## src/hw/rtl/cbsru_pkg.sv

```systemverilog
// Package: shared constants and types for the CB-prefix shift/rotate unit.
`timescale 1ns / 1ps
package cbsru_pkg;

  localparam int unsigned DataW   = 8;
  localparam int unsigned SelW    = 3;
  localparam int unsigned FlagW   = 4;
  localparam int unsigned CycW    = 5;
  localparam int unsigned AddrW   = 16;
  localparam int unsigned NumRegs = 8;

  localparam int unsigned InDataW  = 32;
  localparam int unsigned OutDataW = 40;

  localparam logic [SelW-1:0]  SEL_H   = 3'd4;
  localparam logic [SelW-1:0]  SEL_L   = 3'd5;
  localparam logic [SelW-1:0]  SEL_MEM = 3'd6;

  localparam logic [DataW-1:0] OP_LAST = 8'h37;

  localparam logic [SelW-1:0]  GRP_RLC  = 3'd0;
  localparam logic [SelW-1:0]  GRP_RRC  = 3'd1;
  localparam logic [SelW-1:0]  GRP_RL   = 3'd2;
  localparam logic [SelW-1:0]  GRP_RR   = 3'd3;
  localparam logic [SelW-1:0]  GRP_SLA  = 3'd4;
  localparam logic [SelW-1:0]  GRP_SRA  = 3'd5;

  localparam logic [CycW-1:0]  CYC_NONE = 5'd0;
  localparam logic [CycW-1:0]  CYC_REG  = 5'd8;
  localparam logic [CycW-1:0]  CYC_MEM  = 5'd16;

  localparam logic             ST_DONE   = 1'b0;
  localparam logic             ST_UNIMPL = 1'b1;

  localparam logic             FUNC_EXEC = 1'b0;

  localparam logic [FlagW-1:0] FLAG_Z = 4'b1000;
  localparam logic [DataW-1:0] HI_NIBBLE = 8'hF0;

  typedef logic [DataW-1:0] byte_t;

  typedef struct packed {
    logic [FlagW-1:0] flags_out;
    logic [AddrW-1:0] mem_addr;
    logic             mem_write;
    logic [SelW-1:0]  dest_reg;
    byte_t            result_value;
    logic [CycW-1:0]  cycles;
  } result_t;

endpackage

```

## src/hw/rtl/cb_prefix_shift_rotate_unit.sv

```systemverilog
// Top level: CB-prefix shift, rotate and swap unit with register file and flags.
//
//  channel | dir | tdata (low bit up)                                  | tuser
//  in_     | in  | opcode, reg_index, load_value, mem_data, 5 pad       | func
//  out_    | out | cycles, result_value, dest_reg, mem_write, mem_addr,  | status
//          |     | flags_out, 3 pad                                     |
//
// One beat per cycle unless out_ stalls; beats go from input to result register.
// The operand read, shift/rotate and flag update sit between the input register
// and the result register; register file and flags change as a beat advances.
// rst_n is synchronous: registers and flags clear to zero, both stages empty.
// A stalled out_ holds its beat; the input register keeps one more beat.
`timescale 1ns / 1ps
module cb_prefix_shift_rotate_unit (
  input  logic                          clk,
  input  logic                          rst_n,
  input  logic                          in_tvalid,
  output logic                          in_tready,
  // opcode[7:0], reg_index[10:8], load_value[18:11], mem_data[26:19], zero[31:27]
  input  logic [cbsru_pkg::InDataW-1:0] in_tdata,
  // func[0]
  input  logic                          in_tuser,
  output logic                          out_tvalid,
  input  logic                          out_tready,
  // cycles[4:0], result_value[12:5], dest_reg[15:13], mem_write[16],
  // mem_addr[32:17], flags_out[36:33], zero[39:37]
  output logic [cbsru_pkg::OutDataW-1:0] out_tdata,
  // status[0]
  output logic                          out_tuser
);

  logic                           s1_v_r;
  logic                           s1_func_r;
  cbsru_pkg::byte_t               s1_op_r;
  logic [cbsru_pkg::SelW-1:0]     s1_idx_r;
  cbsru_pkg::byte_t               s1_lv_r;
  cbsru_pkg::byte_t               s1_md_r;

  cbsru_pkg::byte_t               reg_file_r [cbsru_pkg::NumRegs];
  logic [cbsru_pkg::FlagW-1:0]    flags_r;

  logic                           out_v_r;
  logic                           out_st_r;
  cbsru_pkg::result_t             out_res_r;

  logic                           advance;
  logic [cbsru_pkg::SelW-1:0]     sel;
  cbsru_pkg::byte_t               oldv;
  cbsru_pkg::byte_t               newv;
  logic                           cout;
  logic                           cin;
  logic                           wr_reg;
  logic [cbsru_pkg::SelW-1:0]     wr_idx;
  cbsru_pkg::byte_t               wr_val;
  logic [cbsru_pkg::FlagW-1:0]    flags_nxt;
  logic                           st_nxt;
  cbsru_pkg::result_t             res_nxt;
  cbsru_pkg::byte_t               h_nxt;
  cbsru_pkg::byte_t               l_nxt;

  assign advance   = s1_v_r && (!out_v_r || out_tready);
  assign in_tready = !s1_v_r || advance;

  assign sel  = s1_op_r[cbsru_pkg::SelW-1:0];
  assign oldv = (sel == cbsru_pkg::SEL_MEM) ? s1_md_r : reg_file_r[sel];
  assign cin  = flags_r[0];

  always_comb begin
    case (s1_op_r[5:3])
      cbsru_pkg::GRP_RLC: begin
        cout = oldv[7];
        newv = {oldv[6:0], oldv[7]};
      end
      cbsru_pkg::GRP_RRC: begin
        cout = oldv[0];
        newv = {oldv[0], oldv[7:1]};
      end
      cbsru_pkg::GRP_RL: begin
        cout = oldv[7];
        newv = {oldv[6:0], cin};
      end
      cbsru_pkg::GRP_RR: begin
        cout = oldv[0];
        newv = {cin, oldv[7:1]};
      end
      cbsru_pkg::GRP_SLA: begin
        cout = oldv[7];
        newv = {oldv[6:0], 1'b0};
      end
      cbsru_pkg::GRP_SRA: begin
        cout = oldv[0];
        newv = {oldv[7], oldv[7:1]};
      end
      default: begin
        cout = 1'b0;
        newv = {oldv[3:0], oldv[7:4]};
      end
    endcase
  end

  always_comb begin
    wr_reg    = 1'b0;
    wr_idx    = s1_idx_r;
    wr_val    = s1_lv_r;
    flags_nxt = flags_r;
    st_nxt    = cbsru_pkg::ST_DONE;
    res_nxt.cycles       = cbsru_pkg::CYC_NONE;
    res_nxt.result_value = '0;
    res_nxt.dest_reg     = sel;
    res_nxt.mem_write    = 1'b0;
    if (s1_func_r != cbsru_pkg::FUNC_EXEC) begin
      res_nxt.dest_reg = s1_idx_r;
      if (s1_idx_r == cbsru_pkg::SEL_MEM) begin
        flags_nxt            = s1_lv_r[7:4];
        res_nxt.result_value = s1_lv_r & cbsru_pkg::HI_NIBBLE;
      end else begin
        wr_reg               = 1'b1;
        res_nxt.result_value = s1_lv_r;
      end
    end else if (s1_op_r > cbsru_pkg::OP_LAST) begin
      st_nxt = cbsru_pkg::ST_UNIMPL;
    end else begin
      flags_nxt            = ((newv == '0) ? cbsru_pkg::FLAG_Z : '0)
                             | {{(cbsru_pkg::FlagW-1){1'b0}}, cout};
      res_nxt.result_value = newv;
      if (sel == cbsru_pkg::SEL_MEM) begin
        res_nxt.cycles    = cbsru_pkg::CYC_MEM;
        res_nxt.mem_write = 1'b1;
      end else begin
        res_nxt.cycles = cbsru_pkg::CYC_REG;
        wr_reg         = 1'b1;
        wr_idx         = sel;
        wr_val         = newv;
      end
    end
    h_nxt = (wr_reg && wr_idx == cbsru_pkg::SEL_H) ? wr_val
                                                  : reg_file_r[cbsru_pkg::SEL_H];
    l_nxt = (wr_reg && wr_idx == cbsru_pkg::SEL_L) ? wr_val
                                                  : reg_file_r[cbsru_pkg::SEL_L];
    res_nxt.mem_addr  = {h_nxt, l_nxt};
    res_nxt.flags_out = flags_nxt;
  end

  always_ff @(posedge clk) begin
    if (!rst_n) begin
      s1_v_r  <= 1'b0;
      out_v_r <= 1'b0;
      flags_r <= '0;
      for (int i = 0; i < cbsru_pkg::NumRegs; i++) begin
        reg_file_r[i] <= '0;
      end
    end else begin
      if (in_tready) begin
        s1_v_r <= in_tvalid;
      end
      if (advance) begin
        out_v_r <= 1'b1;
        flags_r <= flags_nxt;
        if (wr_reg) begin
          reg_file_r[wr_idx] <= wr_val;
        end
      end else if (out_tready) begin
        out_v_r <= 1'b0;
      end
    end
  end

  always_ff @(posedge clk) begin
    if (in_tready && in_tvalid) begin
      s1_func_r <= in_tuser;
      s1_op_r   <= in_tdata[7:0];
      s1_idx_r  <= in_tdata[10:8];
      s1_lv_r   <= in_tdata[18:11];
      s1_md_r   <= in_tdata[26:19];
    end
    if (advance) begin
      out_st_r  <= st_nxt;
      out_res_r <= res_nxt;
    end
  end

  assign out_tvalid = out_v_r;
  assign out_tuser  = out_st_r;
  assign out_tdata  = {{(cbsru_pkg::OutDataW - $bits(cbsru_pkg::result_t)){1'b0}},
                       out_res_r};

endmodule

```

## config.mk

```make
export PLATFORM = sky130hd
export DESIGN_NAME = cb_prefix_shift_rotate_unit
export DESIGN_NICKNAME = d
export VERILOG_FILES = /design/src/hw/rtl/cbsru_pkg.sv /design/src/hw/rtl/cb_prefix_shift_rotate_unit.sv
export SDC_FILE = /design/constraint.sdc
export NUM_CORES = 1
export LEC_CHECK = 0
export BUFFER_PORTS_ARGS = -buffer_cell sky130_fd_sc_hd__buf_4
export CAP_MARGIN = 20
export CORE_UTILIZATION = 40
export CTS_BUF_LIST = sky130_fd_sc_hd__clkbuf_4 sky130_fd_sc_hd__clkbuf_8 sky130_fd_sc_hd__clkbuf_16
export DETAILED_ROUTE_END_ITERATION = 7
export PLACE_DENSITY = 0.56
export SKIP_CTS_REPAIR_TIMING = 1
export SLEW_MARGIN = 30
export SYNTH_ARGS = -nofsm -noshare
export SYNTH_HDL_FRONTEND = slang
export SYNTH_SLANG_ARGS = --single-unit
```

## constraint.sdc

```tcl
create_clock -name clk -period 8 [get_ports clk]
set_input_delay 1.2 -clock clk [delete_from_list [all_inputs] [get_ports clk]]
set_output_delay 1.2 -clock clk [all_outputs]
set_load 0.03 [all_outputs]
```

==> run_results.csv <==
group,metric,value,unit
clocking,cts_tree,"built",
finish,diodes,0,
global_route,grtUsageTotal,18.8,%
timing,fmax,313,MHz
timing,drv_slew,0,
floorplan,dieArea,0.0159,mm²
route,finalWirelength,14.2,mm
synthesis,synth.distinct_cells,57,
clocking,insertion_delay,0.42,ns
synthesis,async_reset_ff_share,0,%
synthesis,yosysSeqAreaShare,64.3,%
floorplan,die_h,126,µm
route,drt_pass1_iterations,7,
timing,setup_viol,0,
synthesis,synth_warnings,0,
global_route,antenna_found_initial,0,
placed_design,post_dp_cell_area,0.00682,mm²
synthesis,yosysTopAreaCell,"edfxtp_1",
placed_design,place_inst,707,
timing,finalSetupTns,0,ns
timing,period_share,39.9,%
finish,design_area,0.00745,mm²
global_route,grt_overflow,0,
synthesis,synth_ff_type,"edfxtp_1",
finish,drive_gt1_share,25.0,%
worst_setup_path,startpoint_type,"input pin",
worst_setup_path,criticalPathCategory,"in -> reg",
synthesis,synth_area_leaders,"edfxtp_1, nor2_1, mux2i_1",
global_route,grt_pass1_vias,3818,
timing,tightest_slew,0.751,ns
worst_setup_path,worstSetupEndpointType,"flop",
synthesis,syn_area,0.00616,mm²
global_route,grt_max_degree,45,
route,drcViolationCount,0,
route,ant_nets,0,
clocking,cts_htree_levels,4,
finish,final_nets,575,
worst_setup_path,cp_max_fo,44,
synthesis,synth_top_area_share,61.4,%
timing,period_needed,3.20,ns
floorplan,coreArea,0.0151,mm²
route,vias,3986,
placed_design,place_congestion,0.852,
route,routed_via_density,5.39,
finish,syn2layout_area_growth,20.8,%
finish,stdcell_count,739,
floorplan,io-pin-count,80,
pwr,p_leak,2.86,nW
pwr,power_density,248,mW/mm²
run,maxCapViolCount,0,
placed_design,hpwl,10.1,mm
synthesis,synth_most_common_cell,"edfxtp_1",
timing,fin_worst_skew,0.00960,ns
route,drt_iter0_drc,308,
clocking,cts_buffer_depth,2,
floorplan,dieWidth,126,µm
synthesis,synth_area_per_cell,13.4,µm²
route,wl_per_cell,19.2,µm
floorplan,start_util,40.7,%
clocking,cts-buffers-inserted,17,
worst_setup_path,crit_required,8.07,ns
synthesis,synth_edf_count,126,
floorplan,fp-row-count,45,
global_route,grt_pass1_wl,22.0,mm
clocking,clk_pin_slew_worst_paths,0.05,ns
pwr,ir_drop,154,µV
timing,hold_viol_final,0,
timing,slew_headroom,49.6,%
worst_setup_path,crit_arrival,3.27,ns
synthesis,synth_common_cells,"edfxtp_1, nor2_1, nand2_1",
clocking,root_buffer,"clkbuf_16",
status,outcome,"finished, final reports clean",
min_path,worstHoldPathType,"reg -> reg",
clocking,cts_sinks,135,
timing,rsz0062_at_grt,"no",
synthesis,postSynthCellCount,460,
synthesis,synth-seq-cells,135,
placed_design,portBuffers,68,
[cell usage in the layout (no fill, tap or decap), types with 6 or more instances in the layout]
cell type	Yosys	layout
a22o_1	9	9
a22oi_1	15	15
a311oi_1	7	7
and2_1	7	7
buf_4	9	70
clkbuf_16	0	17
conb_1	1	14
dfxtp_1	9	9
edfxtp_1	126	126
inv_1	10	9
mux2i_1	27	27
mux2i_4	7	7
nand2_1	47	47
nor2_1	76	76
o21ai_0	6	6
o21ai_1	13	13
[cells by family after synthesis]
family                 count (synthesis)  synth area share, %
AND/OR/NAND/NOR                      156                 11.2
AO/OA/AOI/OAI                         88                 11.1
multiplexers                          45                 10.0
buffers and inverters                 35                 3.29
flip-flops                           135                 64.3
other                                  1               0.0608
[final cells by class]
class	count	area [µm²]
Tap cell	188	235
Clock inverter	8	119
Fill cell	1344	7700
Inverter	11	41.3
Sequential cell	135	3960
Multi-Input combinational cell	303	2050
Clock buffer	24	509
Timing Repair Buffer	70	526
[path summary, 6_finish.rpt]
check	depth (start not counted)	start	slack [ns]	to
worst min register to register	2	flags_r[1]	0.50	flags_r[1]
worst min-delay path	2	flags_r[1]	0.50	flags_r[1]
worst max register to register	8	s1_op_r[5]	4.87	reg_file_r[2][6]
worst max-delay path	8	out_tready	4.80	reg_file_r[1][3]
[critical path: stages]
cell and delay [ns]:
buf_4 0.08, nor2b_1 0.08, nor2b_4 0.11, buf_4 0.46
nand2_1 0.16, a21oi_1 0.31, nand3_1 0.39, nand2_1 0.46
[flip-flops by register name (all words and copies together), names as in the netlist, named ones only]
| register | cells |
|---|---|
| flags_r | 4 |
| out_tdata | 33 |
| out_tuser | 1 |
| out_tvalid | 1 |
| reg_file_r | 64 |
| s1_func_r | 1 |
| s1_idx_r | 3 |
| s1_lv_r | 8 |
| s1_md_r | 8 |
| s1_op_r | 8 |
| s1_v_r | 1 |
[through the flow]
stage	util, %	total power, W	hold WS (ns)	worst slack [ns]
global route	49.2	0.00191	0.545	4.53
global placement	45.0	0.00105	0.474	4.44
CTS	49.2	0.00186	0.510	4.81
detailed placement	45.0	0.00105	0.497	4.37
floorplan	-	0.000983	0.461	4.14
finish	49.2	0.00185	0.500	4.80
[metal layers]
layer	routed length (µm)	up-vias	track usage, %	share of wire [%]
li1	-	1874	-	-
met1	6400	1967	25.6	45
met2	6820	133	29.9	48
met3	789	12	4.46	5.6
met4	172	0	5.95	1.2
met5	0	-	0	0
[power by group]
group,switching [W],total (W),internal [W]
sequential,0.0000211,0.000831,0.000810
combinational,0.000130,0.000204,0.0000732
clock,0.000277,0.000814,0.000537
total,0.000429,0.00185,0.00142
No activity file was read; power rests on OpenSTA's default activity.
